File: config.mk
export PLATFORM = sky130hd
export DESIGN_NAME = led_strip_frame_formatter_flat
export DESIGN_NICKNAME = d
export VERILOG_FILES = /design/src/rtl/lsff_pkg.sv /design/src/rtl/lsff_channels_if.sv /design/src/rtl/lsff_front.sv /design/src/rtl/lsff_fifo.sv /design/src/rtl/lsff_back.sv /design/src/rtl/led_strip_frame_formatter.sv /design/src/flat_wrapper.sv
export VERILOG_INCLUDE_DIRS = /design/src /design/src/rtl
export SDC_FILE = /design/constraint.sdc
export NUM_CORES = 1
export LEC_CHECK = 0
export BUFFER_PORTS_ARGS = -buffer_cell sky130_fd_sc_hd__clkbuf_2
export CORE_MARGIN = 2
export CORE_UTILIZATION = 65
export CTS_BUF_LIST = sky130_fd_sc_hd__clkbuf_2 sky130_fd_sc_hd__clkbuf_4 sky130_fd_sc_hd__clkbuf_8
export DETAILED_ROUTE_END_ITERATION = 8
export GPL_TIMING_DRIVEN = 0
export HOLD_SLACK_MARGIN = 0.1
export PLACE_DENSITY_LB_ADDON = 0.12
export SETUP_SLACK_MARGIN = 0.2
export SYNTH_ARGS = -nofsm -noshare
export SYNTH_HDL_FRONTEND = slang
export SYNTH_SLANG_ARGS = --single-unit
File: constraint.sdc
create_clock -name clk -period 5.3 [get_ports clk]
set_input_delay 1.06 -clock clk [delete_from_list [all_inputs] [get_ports clk]]
set_output_delay 1.06 -clock clk [all_outputs]
set_load 0.02 [all_outputs]
File: src/rtl/led_strip_frame_formatter_macros.svh
// Assertion macros used by the LED strip frame formatter back end.
`ifndef LED_STRIP_FRAME_FORMATTER_MACROS_SVH
`define LED_STRIP_FRAME_FORMATTER_MACROS_SVH

// Same-cycle implication, disabled during reset.
`define LSFF_ASSERT_IMPL(label, clk, rst_n, ante, cons) \
    label: assert property (@(posedge clk) disable iff (!rst_n) (ante) |-> (cons)) \
        else $error("lsff assertion failed");

// Next-cycle implication, disabled during reset.
`define LSFF_ASSERT_NEXT(label, clk, rst_n, ante, cons) \
    label: assert property (@(posedge clk) disable iff (!rst_n) (ante) |=> (cons)) \
        else $error("lsff assertion failed");

`endif

File: src/rtl/lsff_pkg.sv
// Types and constants of the LED strip frame formatter.
package lsff_pkg;

    localparam int BYTE_W          = 8;
    localparam int CFG_ADDR_W      = 2;
    localparam int LATCH_W         = 6;
    localparam int PIX_CNT_LIMIT_W = 11;
    localparam int LATCH_SUM_W     = 12;
    localparam int LATCH_SHIFT     = 5;
    localparam int QUEUE_DEPTH     = 2;
    localparam int QUEUE_PTR_W     = $clog2(QUEUE_DEPTH);

    localparam logic [BYTE_W-1:0] MAP_FOUR_MIN  = 8'd27;
    localparam logic [BYTE_W-1:0] MAP_THREE_A   = 8'd33;
    localparam logic [BYTE_W-1:0] MAP_THREE_B   = 8'd36;
    localparam logic [BYTE_W-1:0] MAP_RESET     = 8'd36;
    localparam logic [BYTE_W-1:0] FILL_BYTE     = 8'hFF;
    localparam logic [BYTE_W-1:0] APA_END_BYTE  = 8'h1F;
    localparam logic [2:0]        APA_BRIGHT_HI = 3'b111;

    localparam logic [LATCH_SUM_W-1:0] LATCH_ROUND = 12'd31;

    localparam logic [LATCH_W-1:0] IDX_FOUR_LAST  = 6'd3;
    localparam logic [LATCH_W-1:0] IDX_THREE_LAST = 6'd2;

    typedef enum logic [1:0] {
        CHIP_WS2801  = 2'd0,
        CHIP_WS281X  = 2'd1,
        CHIP_LPD8806 = 2'd2,
        CHIP_APA102  = 2'd3
    } chip_kind_t;

    typedef enum logic [CFG_ADDR_W-1:0] {
        REG_CHIP_KIND       = 2'd0,
        REG_CHANNEL_MAPPING = 2'd1
    } reg_addr_t;

    typedef enum logic [1:0] {
        TAIL_NONE  = 2'd0,
        TAIL_END   = 2'd1,
        TAIL_LATCH = 2'd2
    } tail_kind_t;

    typedef enum logic [2:0] {
        PH_START = 3'b001,
        PH_PIX   = 3'b010,
        PH_TAIL  = 3'b100
    } phase_t;

    typedef struct packed {
        logic                        start_frame;
        logic [3:0][BYTE_W-1:0]      pix;
        logic                        four;
        tail_kind_t                  tail;
        logic [LATCH_W-1:0]          latch_count;
        logic                        last;
    } job_t;

endpackage

File: src/rtl/lsff_channels_if.sv
// Handshake channel interfaces of the LED strip frame formatter.
interface lsff_pixel_if;
    logic                         valid;
    logic                         ready;
    logic [lsff_pkg::BYTE_W-1:0]  chan_a;
    logic [lsff_pkg::BYTE_W-1:0]  chan_b;
    logic [lsff_pkg::BYTE_W-1:0]  chan_c;
    logic [lsff_pkg::BYTE_W-1:0]  chan_d;
    logic                         last_pixel;

    modport source (output valid, output chan_a, output chan_b, output chan_c,
                    output chan_d, output last_pixel, input ready);
    modport sink (input valid, input chan_a, input chan_b, input chan_c,
                  input chan_d, input last_pixel, output ready);
endinterface

interface lsff_byte_if;
    logic                         valid;
    logic                         ready;
    logic [lsff_pkg::BYTE_W-1:0]  wire_byte;
    logic                         last_byte;

    modport source (output valid, output wire_byte, output last_byte, input ready);
    modport sink (input valid, input wire_byte, input last_byte, output ready);
endinterface

interface lsff_cfg_if;
    logic                             valid;
    logic                             ready;
    logic [lsff_pkg::CFG_ADDR_W-1:0]  addr;
    logic [lsff_pkg::BYTE_W-1:0]      data;

    modport source (output valid, output addr, output data, input ready);
    modport sink (input valid, input addr, input data, output ready);
endinterface

File: src/rtl/lsff_front.sv
// Front end: configuration registers, pixel classification and frame counting.
module lsff_front #(
    parameter int MAX_PIXELS = 1024
) (
    input  logic             clk,
    input  logic             rst_n,
    lsff_pixel_if.sink       pixel,
    lsff_cfg_if.sink         cfg,
    output lsff_pkg::job_t   job,
    output logic             job_valid,
    input  logic             job_ready
);

    localparam int PC_W = $clog2(MAX_PIXELS + 1);
    localparam logic [PC_W-1:0] PC_MAX = PC_W'(MAX_PIXELS);

    lsff_pkg::chip_kind_t              kind_reg;
    logic [lsff_pkg::BYTE_W-1:0]       map_reg;
    logic [PC_W-1:0]                   pc_reg;
    logic [PC_W-1:0]                   pc_next;
    logic                              open_reg;
    logic                              open_next;

    logic [PC_W-1:0]                   pc_inc;
    logic [lsff_pkg::LATCH_SUM_W-1:0]  latch_sum;
    logic                              four_map;
    logic                              accept;
    logic [lsff_pkg::BYTE_W-1:0]       src0;
    logic [lsff_pkg::BYTE_W-1:0]       src1;
    logic [lsff_pkg::BYTE_W-1:0]       src2;
    logic [lsff_pkg::BYTE_W-1:0]       src3;

    function automatic logic [lsff_pkg::BYTE_W-1:0] pick(
        input logic [1:0]                  sel,
        input logic [lsff_pkg::BYTE_W-1:0] a,
        input logic [lsff_pkg::BYTE_W-1:0] b,
        input logic [lsff_pkg::BYTE_W-1:0] c,
        input logic [lsff_pkg::BYTE_W-1:0] d
    );
        logic [lsff_pkg::BYTE_W-1:0] r;
        case (sel)
            2'd0:    r = a;
            2'd1:    r = b;
            2'd2:    r = c;
            default: r = d;
        endcase
        return r;
    endfunction

    assign cfg.ready   = 1'b1;
    assign pixel.ready = job_ready;
    assign job_valid   = pixel.valid;
    assign accept      = pixel.valid && job_ready;

    assign src3 = pick(map_reg[7:6], pixel.chan_a, pixel.chan_b, pixel.chan_c, pixel.chan_d);
    assign src2 = pick(map_reg[5:4], pixel.chan_a, pixel.chan_b, pixel.chan_c, pixel.chan_d);
    assign src1 = pick(map_reg[3:2], pixel.chan_a, pixel.chan_b, pixel.chan_c, pixel.chan_d);
    assign src0 = pick(map_reg[1:0], pixel.chan_a, pixel.chan_b, pixel.chan_c, pixel.chan_d);

    assign four_map = (map_reg >= lsff_pkg::MAP_FOUR_MIN) && (map_reg != lsff_pkg::MAP_THREE_A)
                      && (map_reg != lsff_pkg::MAP_THREE_B);

    assign pc_inc    = (pc_reg < PC_MAX) ? pc_reg + 1'b1 : pc_reg;
    assign latch_sum = lsff_pkg::LATCH_SUM_W'(pc_inc) + lsff_pkg::LATCH_ROUND;
    assign pc_next   = pixel.last_pixel ? '0 : pc_inc;
    assign open_next = !pixel.last_pixel;

    always_comb
    begin
        job.start_frame = (kind_reg == lsff_pkg::CHIP_APA102) && !open_reg;
        job.latch_count = latch_sum[lsff_pkg::LATCH_SHIFT +: lsff_pkg::LATCH_W];
        job.last        = pixel.last_pixel;
        job.tail        = lsff_pkg::TAIL_NONE;
        job.four        = 1'b0;
        job.pix         = '0;
        unique case (kind_reg) inside
            lsff_pkg::CHIP_WS2801, lsff_pkg::CHIP_WS281X:
            begin
                if (four_map)
                begin
                    job.four   = 1'b1;
                    job.pix[0] = src3;
                    job.pix[1] = src2;
                    job.pix[2] = src1;
                    job.pix[3] = src0;
                end
                else
                begin
                    job.pix[0] = src2;
                    job.pix[1] = src1;
                    job.pix[2] = src0;
                end
                if (kind_reg == lsff_pkg::CHIP_WS2801)
                begin
                    job.pix = ~job.pix;
                end
            end
            lsff_pkg::CHIP_LPD8806:
            begin
                job.pix[0] = ~{1'b1, src2[7:1]};
                job.pix[1] = ~{1'b1, src1[7:1]};
                job.pix[2] = ~{1'b1, src0[7:1]};
                if (pixel.last_pixel)
                begin
                    job.tail = lsff_pkg::TAIL_LATCH;
                end
            end
            lsff_pkg::CHIP_APA102:
            begin
                job.four   = 1'b1;
                job.pix[0] = ~{lsff_pkg::APA_BRIGHT_HI, src3[7:3]};
                job.pix[1] = ~src2;
                job.pix[2] = ~src1;
                job.pix[3] = ~src0;
                if (pixel.last_pixel)
                begin
                    job.tail = lsff_pkg::TAIL_END;
                end
            end
            default:
            begin
                job.pix = '0;
            end
        endcase
    end

    always_ff @(posedge clk or negedge rst_n)
    begin
        if (!rst_n)
        begin
            kind_reg <= lsff_pkg::CHIP_WS2801;
            map_reg  <= lsff_pkg::MAP_RESET;
            pc_reg   <= '0;
            open_reg <= 1'b0;
        end
        else
        begin
            if (cfg.valid)
            begin
                unique case (cfg.addr)
                    lsff_pkg::REG_CHIP_KIND:
                        kind_reg <= lsff_pkg::chip_kind_t'(cfg.data[1:0]);
                    lsff_pkg::REG_CHANNEL_MAPPING:
                        map_reg <= cfg.data;
                    default:
                        map_reg <= map_reg;
                endcase
            end
            if (accept)
            begin
                pc_reg   <= pc_next;
                open_reg <= open_next;
            end
        end
    end

endmodule

File: src/rtl/lsff_fifo.sv
// Two-entry job queue between the front end and the byte sequencer.
module lsff_fifo (
    input  logic            clk,
    input  logic            rst_n,
    input  lsff_pkg::job_t  push_job,
    input  logic            push_valid,
    output logic            push_ready,
    output lsff_pkg::job_t  pop_job,
    output logic            pop_valid,
    input  logic            pop_ready
);

    lsff_pkg::job_t                    entries_reg [lsff_pkg::QUEUE_DEPTH];
    logic [lsff_pkg::QUEUE_PTR_W-1:0]  wr_ptr_reg;
    logic [lsff_pkg::QUEUE_PTR_W-1:0]  wr_ptr_next;
    logic [lsff_pkg::QUEUE_PTR_W-1:0]  rd_ptr_reg;
    logic [lsff_pkg::QUEUE_PTR_W-1:0]  rd_ptr_next;
    logic [lsff_pkg::QUEUE_PTR_W:0]    count_reg;
    logic [lsff_pkg::QUEUE_PTR_W:0]    count_next;
    logic                              push;
    logic                              pop;

    assign push_ready = (count_reg != (lsff_pkg::QUEUE_PTR_W + 1)'(lsff_pkg::QUEUE_DEPTH));
    assign pop_valid  = (count_reg != '0);
    assign pop_job    = entries_reg[rd_ptr_reg];
    assign push       = push_valid && push_ready;
    assign pop        = pop_valid && pop_ready;

    assign wr_ptr_next = push ? wr_ptr_reg + 1'b1 : wr_ptr_reg;
    assign rd_ptr_next = pop ? rd_ptr_reg + 1'b1 : rd_ptr_reg;

    always_comb
    begin
        count_next = count_reg;
        if (push && !pop)
        begin
            count_next = count_reg + 1'b1;
        end
        else if (pop && !push)
        begin
            count_next = count_reg - 1'b1;
        end
    end

    always_ff @(posedge clk)
    begin
        if (push)
        begin
            entries_reg[wr_ptr_reg] <= push_job;
        end
    end

    always_ff @(posedge clk or negedge rst_n)
    begin
        if (!rst_n)
        begin
            wr_ptr_reg <= '0;
            rd_ptr_reg <= '0;
            count_reg  <= '0;
        end
        else
        begin
            wr_ptr_reg <= wr_ptr_next;
            rd_ptr_reg <= rd_ptr_next;
            count_reg  <= count_next;
        end
    end

endmodule

File: src/rtl/lsff_back.sv
// Back end: byte sequencer that turns queued jobs into the wire byte stream.
`include "led_strip_frame_formatter_macros.svh"

module lsff_back (
    input  logic            clk,
    input  logic            rst_n,
    input  lsff_pkg::job_t  job,
    input  logic            job_valid,
    output logic            job_pop,
    lsff_byte_if.source     strip
);

    lsff_pkg::phase_t               phase_reg;
    lsff_pkg::phase_t               phase_next;
    lsff_pkg::phase_t               phase_eff;
    logic [lsff_pkg::LATCH_W-1:0]   idx_reg;
    logic [lsff_pkg::LATCH_W-1:0]   idx_next;
    logic                           out_valid_reg;
    logic                           out_valid_next;
    logic [lsff_pkg::BYTE_W-1:0]    byte_reg;
    logic                           last_reg;
    logic [lsff_pkg::BYTE_W-1:0]    byte_sel;
    logic                           done;
    logic                           emit;

    assign emit = (!out_valid_reg || strip.ready) && job_valid;
    assign job_pop = emit && done;

    assign strip.valid     = out_valid_reg;
    assign strip.wire_byte = byte_reg;
    assign strip.last_byte = last_reg;

    assign phase_eff = ((phase_reg == lsff_pkg::PH_START) && !job.start_frame) ?
                       lsff_pkg::PH_PIX : phase_reg;

    always_comb
    begin
        byte_sel   = lsff_pkg::FILL_BYTE;
        done       = 1'b0;
        phase_next = phase_eff;
        idx_next   = idx_reg + 1'b1;
        unique case (phase_eff)
            lsff_pkg::PH_START:
            begin
                if (idx_reg == lsff_pkg::IDX_FOUR_LAST)
                begin
                    phase_next = lsff_pkg::PH_PIX;
                    idx_next   = '0;
                end
            end
            lsff_pkg::PH_PIX:
            begin
                byte_sel = job.pix[idx_reg[1:0]];
                if (idx_reg == (job.four ? lsff_pkg::IDX_FOUR_LAST : lsff_pkg::IDX_THREE_LAST))
                begin
                    idx_next = '0;
                    if (job.tail == lsff_pkg::TAIL_NONE)
                    begin
                        done = 1'b1;
                    end
                    else
                    begin
                        phase_next = lsff_pkg::PH_TAIL;
                    end
                end
            end
            lsff_pkg::PH_TAIL:
            begin
                if (job.tail == lsff_pkg::TAIL_END)
                begin
                    if (idx_reg == lsff_pkg::IDX_FOUR_LAST)
                    begin
                        byte_sel = lsff_pkg::APA_END_BYTE;
                        done     = 1'b1;
                    end
                end
                else if (idx_reg == job.latch_count - 1'b1)
                begin
                    done = 1'b1;
                end
            end
            default:
            begin
                byte_sel = lsff_pkg::FILL_BYTE;
            end
        endcase
        if (done)
        begin
            phase_next = lsff_pkg::PH_START;
            idx_next   = '0;
        end
    end

    always_comb
    begin
        out_valid_next = out_valid_reg;
        if (emit)
        begin
            out_valid_next = 1'b1;
        end
        else if (strip.ready)
        begin
            out_valid_next = 1'b0;
        end
    end

    always_ff @(posedge clk)
    begin
        if (emit)
        begin
            byte_reg <= byte_sel;
            last_reg <= done && job.last;
        end
    end

    always_ff @(posedge clk or negedge rst_n)
    begin
        if (!rst_n)
        begin
            phase_reg     <= lsff_pkg::PH_START;
            idx_reg       <= '0;
            out_valid_reg <= 1'b0;
        end
        else
        begin
            out_valid_reg <= out_valid_next;
            if (emit)
            begin
                phase_reg <= phase_next;
                idx_reg   <= idx_next;
            end
        end
    end

    `LSFF_ASSERT_IMPL(a_job_held_midway, clk, rst_n, (phase_reg != lsff_pkg::PH_START) || (idx_reg != '0), job_valid)
    `LSFF_ASSERT_IMPL(a_start_only_apa, clk, rst_n, (phase_reg == lsff_pkg::PH_START) && (idx_reg != '0), job.start_frame)
    `LSFF_ASSERT_IMPL(a_tail_has_kind, clk, rst_n, phase_reg == lsff_pkg::PH_TAIL, job.tail != lsff_pkg::TAIL_NONE)
    `LSFF_ASSERT_NEXT(a_latch_in_range, clk, rst_n, emit && (phase_next == lsff_pkg::PH_TAIL) && (job.tail == lsff_pkg::TAIL_LATCH) && !done, idx_reg < job.latch_count)

endmodule

File: src/rtl/led_strip_frame_formatter.sv
// Top level of the LED strip frame formatter.
// Each pixel turns into three or four wire bytes (WS2801, WS281x), three
// (LPD8806) or four (APA102), delivered one byte per clock from a registered
// output while the strip accepts them. An APA102 frame opens with four
// start-frame bytes ahead of its first pixel; after the last pixel come four
// end-frame bytes (APA102) or ceil(pixels/32) latch bytes (LPD8806). The
// byte sequencer sets the byte rate; a two-entry job queue in front of it lets
// pixels be taken while earlier ones are still being sent, so the input
// stalls only once the queue is full. Configuration writes are taken in
// every cycle and apply to pixels accepted after them.
module led_strip_frame_formatter #(
    parameter int MAX_PIXELS = 1024
) (
    input  logic         clk,
    input  logic         rst_n,
    lsff_pixel_if.sink   pixel,
    lsff_byte_if.source  strip,
    lsff_cfg_if.sink     cfg
);

    lsff_pkg::job_t  push_job;
    logic            push_valid;
    logic            push_ready;
    lsff_pkg::job_t  head_job;
    logic            head_valid;
    logic            head_pop;

    lsff_front #(
        .MAX_PIXELS (MAX_PIXELS)
    ) u_front (
        .clk       (clk),
        .rst_n     (rst_n),
        .pixel     (pixel),
        .cfg       (cfg),
        .job       (push_job),
        .job_valid (push_valid),
        .job_ready (push_ready)
    );

    lsff_fifo u_fifo (
        .clk        (clk),
        .rst_n      (rst_n),
        .push_job   (push_job),
        .push_valid (push_valid),
        .push_ready (push_ready),
        .pop_job    (head_job),
        .pop_valid  (head_valid),
        .pop_ready  (head_pop)
    );

    lsff_back u_back (
        .clk       (clk),
        .rst_n     (rst_n),
        .job       (head_job),
        .job_valid (head_valid),
        .job_pop   (head_pop),
        .strip     (strip)
    );

endmodule
File: src/flat_wrapper.sv
// flat-port wrapper written by rule: the top's interface ports become plain ports
module led_strip_frame_formatter_flat 
#(
    parameter int MAX_PIXELS = 1024
)
  (clk, rst_n, pixel_valid, pixel_chan_a, pixel_chan_b, pixel_chan_c, pixel_chan_d, pixel_last_pixel, pixel_ready, strip_valid, strip_wire_byte, strip_last_byte, strip_ready, cfg_valid, cfg_addr, cfg_data, cfg_ready);
  lsff_pixel_if pixel_i ();
  lsff_byte_if strip_i ();
  lsff_cfg_if cfg_i ();
  input  logic clk;
  input  logic rst_n;
  input wire logic [$bits(pixel_i.valid)-1:0] pixel_valid;
  input wire logic [$bits(pixel_i.chan_a)-1:0] pixel_chan_a;
  input wire logic [$bits(pixel_i.chan_b)-1:0] pixel_chan_b;
  input wire logic [$bits(pixel_i.chan_c)-1:0] pixel_chan_c;
  input wire logic [$bits(pixel_i.chan_d)-1:0] pixel_chan_d;
  input wire logic [$bits(pixel_i.last_pixel)-1:0] pixel_last_pixel;
  output wire logic [$bits(pixel_i.ready)-1:0] pixel_ready;
  output wire logic [$bits(strip_i.valid)-1:0] strip_valid;
  output wire logic [$bits(strip_i.wire_byte)-1:0] strip_wire_byte;
  output wire logic [$bits(strip_i.last_byte)-1:0] strip_last_byte;
  input wire logic [$bits(strip_i.ready)-1:0] strip_ready;
  input wire logic [$bits(cfg_i.valid)-1:0] cfg_valid;
  input wire logic [$bits(cfg_i.addr)-1:0] cfg_addr;
  input wire logic [$bits(cfg_i.data)-1:0] cfg_data;
  output wire logic [$bits(cfg_i.ready)-1:0] cfg_ready;
  assign pixel_i.valid = pixel_valid;
  assign pixel_i.chan_a = pixel_chan_a;
  assign pixel_i.chan_b = pixel_chan_b;
  assign pixel_i.chan_c = pixel_chan_c;
  assign pixel_i.chan_d = pixel_chan_d;
  assign pixel_i.last_pixel = pixel_last_pixel;
  assign pixel_ready = pixel_i.ready;
  assign strip_valid = strip_i.valid;
  assign strip_wire_byte = strip_i.wire_byte;
  assign strip_last_byte = strip_i.last_byte;
  assign strip_i.ready = strip_ready;
  assign cfg_i.valid = cfg_valid;
  assign cfg_i.addr = cfg_addr;
  assign cfg_i.data = cfg_data;
  assign cfg_ready = cfg_i.ready;
  led_strip_frame_formatter #(.MAX_PIXELS(MAX_PIXELS)) u_core (.clk(clk), .rst_n(rst_n), .pixel(pixel_i), .strip(strip_i), .cfg(cfg_i));
endmodule
==> reports/results.md, run 1 <==
| Group | Parameter | Reported |
|---|---|---|
| run status | Outcome | complete, but fails checks |
| run status | Violated checks | design-rule violations |
| final layout | Layout Cell Area excl Fill | 0.00864 mm^2 |
| floorplan | Core area | 0.0115 mm^2 |
| global routing | Total routing usage reported by global routing | 26.6% |
| global routing | Overflow after GRT | 0 |
| cts | Clock latency at the later pin of the worst-skew pair | 430 ps |
| final layout | Proportion of layout cells with a drive suffix above 1 | 29.9% |
| synthesis | Async S/R FF share, synth | 27.5% |
| floorplan | Horiz. Die Dim | 113 um |
| placement | Placed inst area | 0.00822 mm^2 |
| pwr | Cell Pwr Density | 448 mW/mm^2 |
| pwr | Worst supply voltage drop on vdd | 0.267 mV |
| setup path | Critical path startpoint category | register |
| timing | Final max-slew violation count | 0 |
| setup path | Data arrival, critical path | 3970 ps |
| timing | Final critical-path required period | 3630 ps |
| timing | Final critical-path share of the clock period | 68.6% |
| placement | HPWL reported at the end of detailed placement | 11,800 um |
| synthesis | Distinct cell type count of the synthesized netlist | 67 |
| route | Routed wire per std cell | 19.9 um |
| placement | Buffers added on ports | 58 |
| synthesis | Netlist area before placement | 0.00771 mm^2 |
| global routing | First-pass GRT wire length | 26,300 um |
| final layout | Total area of multi-input combinational cells | 0.00373 mm^2 |
| synthesis | Syn Nets | 623 |
| global routing | Number of antenna violations at the first check in global routing | 0 |
| floorplan | Starting utilization of the core area | 66.9% |
| timing | Final count of negative-setup-slack endpoints | 0 |
| synthesis | Post-synthesis adder-cell area fraction | 0.649% |
| timing | Slew of the pin with the lowest slew margin | 907 ps |
| timing | Post-Route Skew | 11.9 ps |
| floorplan | Vert. Die Dim | 113 um |
| final layout | Storage cell area | 0.00376 mm^2 |
| timing | Worst relative slew slack | 39.5% |
| synthesis | Dominant synthesized flop cell | edfxtp_1 |
| placement | Global placement routability congestion | 0.901 |
| final layout | Layout Area Growth over Synthesis | 12.1% |
| route | Post-route ant nets | 0 |
| cts | CTS tree | done |
| global routing | Vias in the first global route | 5,091 |
| cts | Post-CTS clock slew at the launch and capture registers of the worst setup and hold paths | 70 ps |
| min path | Hold Path Class | reg2reg |
| synthesis | Share of the yosys chip area belonging to registers | 48.8% |
| timing | Maximum clock rate | 275 MHz |
| synthesis | Synth Area in Compound Gates | 9.24% |
| route | Router iterations before antenna repair | 7 |
| final layout | Total of fill cells in the finished design | 700 |
| timing | Unrepaired setup endpoints after global routing | false |
| synthesis | Post-synth EDFFs | 95 |
| cts | H-Tree Depth | 4 |
| cts | Maximum root-to-sink buffer count | 2 |
| setup path | Critical Path Sink Type | register |
| synthesis | Gate Count Post-Synth | 571 |
| timing | Setup total negative slack | 0 ps |
| synthesis | Synthesized-area fraction occupied by and/or/nand/nor cells | 9.56% |
| setup path | Crit path max fanout | 10 |
| synthesis | Synth Area in XOR/XNOR | 2.61% |
| synthesis | Average cell area after synthesis | 13.5 um^2 |
| floorplan | Number of placement rows | 39 |
| setup path | List of cells traversed by the critical path | buf_6 > buf_6 > buf_2 > buf_2 > mux2i_1 > ha_1 > xnor2_1 > xnor2_1 > nand4_1 > a311oi_4 > o21ai_2 > ha_1 > xor2_1 > nor2_1 > xor2_1 |
| cts | CTS Buf Count | 17 |
| setup path | Slowest stage cell, crit path | buf_2 |
| setup path | Worst setup path category | reg2reg |
| final layout | Flip-flop count of the largest register after layout | 86 |
| synthesis | Combinational family with the most area after synthesis | multiplexers |
| synthesis | Yosys warning total | 0 |
| cts | CTS Root Buffer Type | clkbuf_8 |
| final layout | Nets | 702 |
| global routing | Pin count of the biggest net entering global routing | 42 |
| synthesis | Proportion of synthesized area in mux cells | 26.2% |
| setup path | Worst path required time | 5640 ps |
| placement | Worst-case setup slack after placement | 1630 ps |
| timing | Setup WS post-layout | 1670 ps |
| route | Starting DRT DRC Count | 595 |
| floorplan | Count of pins on the block boundary | 60 |
| route | DRC violations left | 2 |
| route | Final wirelength | 16,000 um |
| setup path | Stage delay of the slowest cell on the critical path | 420 ps |
| route | Vias post-DR | 5,272 |
| timing | Minimum hold slack | 485 ps |
| final layout | Diode insertion count for antenna repair | 0 |
| floorplan | Die Outline Area | 0.0127 mm^2 |
| cts | Hold buffer count at cts | 0 |
| cts | CTS sink cnt | 131 |
| cts | Resize count post-CTS | 0 |
| pwr | Static leakage | 3.22 nW |
| timing | Final Hold Violating Endpoints | 0 |
| synthesis | Flip-flop and latch count after synthesis | 131 |
| job | Max-cap violations | 0 |
| cts | Post-CTS setup buffers | 0 |
| route | Vias per cell | 6.54 |
placed cells by master (no fill, tap or decap), types with 4 or more instances in the layout:
cell       n
clkbuf_2  58
and3_1     4
nor3_1    23
xor2_1     9
a221o_1   19
dfrtp_1   33
nand2b_1   7
mux2_2    15
ha_1       4
or3_1      4
mux2i_1   52
nor4b_1    4
nor4_1     4
mux2_4    15
o21ai_1    4
buf_6      4
buf_2      7
mux4_2    48
clkbuf_1  22
nand3_1    9
buf_1      6
edfxtp_1  95
inv_1      7
a21oi_1   14
o21ai_0   19
clkinv_2   5
a22o_1     8
nor2_1    20
o31ai_1    4
xnor2_1   14
nor3b_1    4
clkbuf_8  19
nand2_1   40
power breakdown:
part / switching [mW] / internal [mW]
registers: 0.116 / 1.46
clock network: 0.363 / 0.503
logic: 0.797 / 0.630
logic make-up after synthesis:
logic type | after synthesis
flops | 131
other cells | 1
simple gates | 140
xor+xnor | 23
mux | 131
fa+ha+maj | 4
compound gates | 93
buf+inv | 48
metal layers:
layer / routed length (um) / up-vias / track usage [%]
met4: 226 / 0 / 9.59
met1: 6980 / 2612 / 37.7
met3: 1000 / 17 / 4.02
met2: 7820 / 211 / 42.5
met5: 0 / - / 0
li1: - / 2432 / -
cell usage after synthesis (3+ instances only):
cell | n | share of area (%)
edfxtp_1 | 95 | 37
mux2i_1 | 52 | 6.8
mux4_2 | 48 | 14
nand2_1 | 40 | 1.9
dfrtp_1 | 33 | 11
nor3_1 | 23 | 1.5
clkbuf_1 | 22 | 1.1
nor2_1 | 21 | 1.0
a221o_1 | 19 | 2.5
o21ai_0 | 19 | 1.2
mux2_2 | 15 | 2.2
mux2_4 | 15 | 2.9
a21oi_1 | 14 | 0.91
xnor2_1 | 14 | 1.6
nand3_1 | 9 | 0.58
xor2_1 | 9 | 1.0
a22o_1 | 8 | 0.91
buf_2 | 7 | 0.45
inv_1 | 7 | 0.34
nand2b_1 | 7 | 0.57
buf_1 | 6 | 0.29
and3_1 | 5 | 0.41
buf_6 | 4 | 0.58
ha_1 | 4 | 0.65
nor3b_1 | 4 | 0.39
nor4_1 | 4 | 0.32
nor4b_1 | 4 | 0.45
o21ai_1 | 4 | 0.26
o31ai_1 | 4 | 0.39
or3_1 | 4 | 0.32
dfstp_2 | 3 | 1.0
nor2b_1 | 3 | 0.24
o21a_1 | 3 | 0.29
o41ai_1 | 3 | 0.34
worst paths after layout:
path / startpoint / slack [ps] / endpoint / cells past startpoint
min: u_core.u_front.open_reg / 490 / u_core.u_front.open_reg / 2
max: u_core.u_fifo.rd_ptr_reg / 1670 / u_core.u_fifo.count_reg[1] / 15
max reg2reg: u_core.u_fifo.rd_ptr_reg / 1670 / u_core.u_fifo.count_reg[1] / 15
min in group asynchronous: rst_n / 750 / u_core.u_back.idx_reg[4] / 1
min reg2reg: u_core.u_front.open_reg / 490 / u_core.u_front.open_reg / 2
max in group asynchronous: rst_n / 3970 / u_core.u_front.map_reg[4] / 1
worst max-delay path: cells and delay by family, from the launching register on:
family,cells,cell delay [ps]
mux,1,270
buf+inv,4,1060
simple gates,2,270
compound gates,2,590
fa+ha+maj,2,450
xor+xnor,4,580
flops,1,340
area by class of cell:
type	count	area share, %
Multi-Input combinational cell	392	43.2
Tap cell	143	2.07
Clock buffer	22	3.29
Clock inverter	10	1.52
Sequential cell	131	43.5
Buffer	41	2.32
Inverter	7	0.304
Timing Repair Buffer	60	3.82
per-stage QoR:
step                std cells  power, mW  utilization [%]
floorplan                 571       2.62                -
global placement          772       2.91             71.0
detailed placement        774       3.00             71.4
CTS                       806       3.87             75.0
global route              806       4.06             75.0
finish                    806       3.87             75.0
Note: power is estimated with default switching activity, not from simulation.
==> run 2, diff against run 1 <==
--- a/config.mk
+++ b/config.mk
@@ -8,7 +8,7 @@
 export LEC_CHECK = 0
 export BUFFER_PORTS_ARGS = -buffer_cell sky130_fd_sc_hd__clkbuf_2
 export CORE_MARGIN = 2
-export CORE_UTILIZATION = 65
+export CORE_UTILIZATION = 57
 export CTS_BUF_LIST = sky130_fd_sc_hd__clkbuf_2 sky130_fd_sc_hd__clkbuf_4 sky130_fd_sc_hd__clkbuf_8
 export DETAILED_ROUTE_END_ITERATION = 8
 export GPL_TIMING_DRIVEN = 0
==> constraint.sdc (replaced) <==
create_clock -name clk -period 3.3 [get_ports clk]
set_input_delay 0.66 -clock clk [delete_from_list [all_inputs] [get_ports clk]]
set_output_delay 0.66 -clock clk [all_outputs]
set_load 0.02 [all_outputs]
==> run 2 against run 1 <==
Effect of this change:
- the run now ends clean
- global-route usage fell by 2.2 points
- first-iteration DRC count down 27%
- utilization down 8.7 points
- maximum frequency grew 26%
- clock power grew 61%
- die area increased by 14%
- clock skew fell by 1.1 ps
- combinational power up 60%
- sequential power rose by 61%
- non-clock buffer count grew 6
- register-to-register slack got worse by 1300 ps
- critical endpoint unchanged
- largest cell class unchanged
==> reports/results.md, run 2 (synthesized netlist as in run 1, its figures left out) <==
| Group | Parameter | Reported |
|---|---|---|
| cts | Maximum root-to-sink buffer count | 2 |
| pwr | Worst supply voltage drop on vdd | 0.334 mV |
| pwr | Sw frac | 33.4% |
| route | DRC violations left | 0 |
| global routing | Overflow after GRT | 0 |
| pwr | P_int | 4.13 mW |
| floorplan | Core area | 0.0132 mm^2 |
| route | Vias per cell | 6.28 |
| route | Final wirelength | 16,300 um |
| final layout | Layout Area Growth over Synthesis | 14.0% |
| floorplan | Count of pins on the block boundary | 60 |
| setup path | Flop2flop setup slack | 410 ps |
| pwr | Static leakage | 3.24 nW |
| setup path | Critical path startpoint category | register |
| placement | HPWL reported at the end of detailed placement | 12,000 um |
| setup path | Reg2Reg Launch Point | u_core.u_fifo.rd_ptr_reg |
| final layout | Most common library cell in the layout ignoring fill and taps | edfxtp_1 |
| setup path | Slowest stage cell, crit path | dfrtp_1 |
| route | Vias post-DR | 5,308 |
| route | Routed wire per std cell | 19.3 um |
| timing | Slew of the pin with the lowest slew margin | 956 ps |
| setup path | Reg-to-Reg End | u_core.u_fifo.count_reg[1] |
| floorplan | Die Outline Area | 0.0145 mm^2 |
| setup path | Worst-case reg-to-reg path depth | 15 |
| setup path | Cell type group with the largest total delay on the critical path | buffers and inverters |
| cts | CTS Root Buffer Type | clkbuf_8 |
| timing | Worst relative slew slack | 36.3% |
| floorplan | Starting utilization of the core area | 58.2% |
| final layout | Nets | 708 |
| pwr | Power spent charging and discharging nets | 2.07 mW |
| cts | CTS tree | done |
| setup path | Startpoint of the most critical setup path | u_core.u_fifo.rd_ptr_reg |
| setup path | Worst path required time | 3660 ps |
| final layout | Diode insertion count for antenna repair | 0 |
| timing | Maximum clock rate | 346 MHz |
| cts | Hold buffer count at cts | 0 |
| pwr | Share of power burned in the clock network | 22.4% |
| placement | Worst-case setup slack after placement | -204 ps |
| pwr | Sequential fraction of design power | 40.7% |
| timing | Post-Route Skew | 10.8 ps |
| setup path | Crit path max fanout | 10 |
| setup path | List of cells traversed by the critical path | buf_6 > buf_8 > buf_12 > buf_12 > mux2i_2 > ha_2 > xnor2_1 > nor2_1 > nand4_1 > a311oi_4 > o21ai_4 > ha_1 > xor2_1 > nor2_1 > xor2_1 |
| cts | H-Tree Depth | 4 |
| cts | Clock latency at the later pin of the worst-skew pair | 440 ps |
| route | Post-route ant nets | 0 |
| timing | Final critical-path required period | 2890 ps |
| setup path | Data arrival, critical path | 3250 ps |
| final layout | Most frequent cells in the layout | 95 x edfxtp_1, 58 x clkbuf_2, 51 x mux2i_1 |
| global routing | Vias in the first global route | 5,264 |
| global routing | Total routing usage reported by global routing | 24.3% |
| placement | Global placement routability congestion | 0.867 |
| final layout | Flip-flop count of the largest register after layout | 86 |
| floorplan | Horiz. Die Dim | 120 um |
| global routing | First-pass GRT wire length | 27,100 um |
| cts | Post-CTS clock slew at the launch and capture registers of the worst setup and hold paths | 80 ps |
| placement | Buffers added on ports | 58 |
| setup path | Path length in cells of the critical path | 15 |
| cts | CTS sink cnt | 131 |
| floorplan | Vert. Die Dim | 120 um |
| pwr | Comb pwr share | 36.9% |
| pwr | Cell Pwr Density | 706 mW/mm^2 |
| timing | Minimum hold slack | 361 ps |
| run status | Outcome | complete, no violations |
| floorplan | Number of placement rows | 42 |
| setup path | Critical Path Sink | u_core.u_fifo.count_reg[1] |
| timing | Final count of negative-setup-slack endpoints | 0 |
| route | Starting DRT DRC Count | 435 |
| final layout | Share of the core filled with cells in the final layout | 66.3% |
| final layout | Total of fill cells in the finished design | 996 |
| job | Max-cap violations | 0 |
| timing | Setup WS post-layout | 412 ps |
| setup path | Worst setup path category | reg2reg |
| global routing | Pin count of the biggest net entering global routing | 42 |
| timing | Final Hold Violating Endpoints | 0 |
| timing | Final max-slew violation count | 0 |
| cts | CTS Buf Count | 17 |
| min path | Hold Path Class | in2async |
| setup path | CP bufs+invs | 4 |
| global routing | Number of antenna violations at the first check in global routing | 0 |
| timing | Final critical-path share of the clock period | 87.5% |
| timing | Unrepaired setup endpoints after global routing | false |
| setup path | Critical Path Sink Type | register |
| final layout | Proportion of layout cells with a drive suffix above 1 | 31.1% |
| setup path | Stage delay of the slowest cell on the critical path | 380 ps |
| route | Router iterations before antenna repair | 6 |
[run 2: cell type report]
| type | count | area, um^2 | area share [%] |
|---|---|---|---|
| flip-flops and latches | 131 | 3760 | 42.8 |
| multi-input cells | 392 | 3760 | 42.8 |
| repair buffers | 66 | 375 | 4.27 |
| clock buffers | 20 | 256 | 2.92 |
| plain buffers | 41 | 234 | 2.66 |
| well taps | 176 | 220 | 2.51 |
| clock inverters | 12 | 156 | 1.78 |
| inverters | 7 | 26.3 | 0.299 |
[run 2: how the worst min path moves through the flow]
stage	slack [ps]	cells after the start	to
floorplan	360	0	u_core.u_back.idx_reg[0]
global placement	470	2	u_core.u_front.open_reg
detailed placement	480	2	u_core.u_front.open_reg
CTS	360	1	u_core.u_back.idx_reg[0]
global route	400	1	u_core.u_back.idx_reg[0]
finish	360	1	u_core.u_back.idx_reg[4]
[run 2: metal layers]
| metal | routed length (um) | global-route usage (%) | up-vias |
|---|---|---|---|
| met1 | 7280 | 34.9 | 2629 |
| met5 | 0 | 0 | - |
| met3 | 973 | 5.05 | 16 |
| met4 | 259 | 7.56 | 0 |
| met2 | 7810 | 37.6 | 211 |
| li1 | - | - | 2452 |
[run 2: what timing repair did]
action	CTS	global route
pin swaps	1	3
gates resized for setup	6	7
setup buffers	1	5
setup endpoints to repair	2	2
[run 2: through the flow]
step / total power, mW / cells / instance area [um^2] / setup TNS (ps)
after floorplan: 4.20 / 571 / 7710 / 0
after global placement: 4.69 / 805 / 8220 / -238
after detailed placement: 4.82 / 807 / 8270 / -265
after CTS: 6.21 / 840 / 8710 / 0
after global routing: 6.55 / 845 / 8780 / 0
final: 6.20 / 845 / 8780 / 0
[run 2: worst register-to-register path, cell delays in order, from the launching register on]
cell      delay (ps)
dfrtp_1          380
buf_6            150
buf_8            150
buf_12           130
buf_12           130
mux2i_2          170
ha_2             300
xnor2_1          120
nor2_1            90
nand4_1          150
a311oi_4         300
o21ai_4          120
ha_1             220
xor2_1           140
nor2_1           140
xor2_1           170
[run 2: power by group through the flow]
stage	clock [mW]	sequential, mW	combinational (mW)
after floorplan	0	2.51	1.69
after global placement	0	2.54	2.15
after detailed placement	0	2.55	2.27
after CTS	1.41	2.52	2.27
after global routing	1.50	2.57	2.48
final	1.39	2.52	2.29
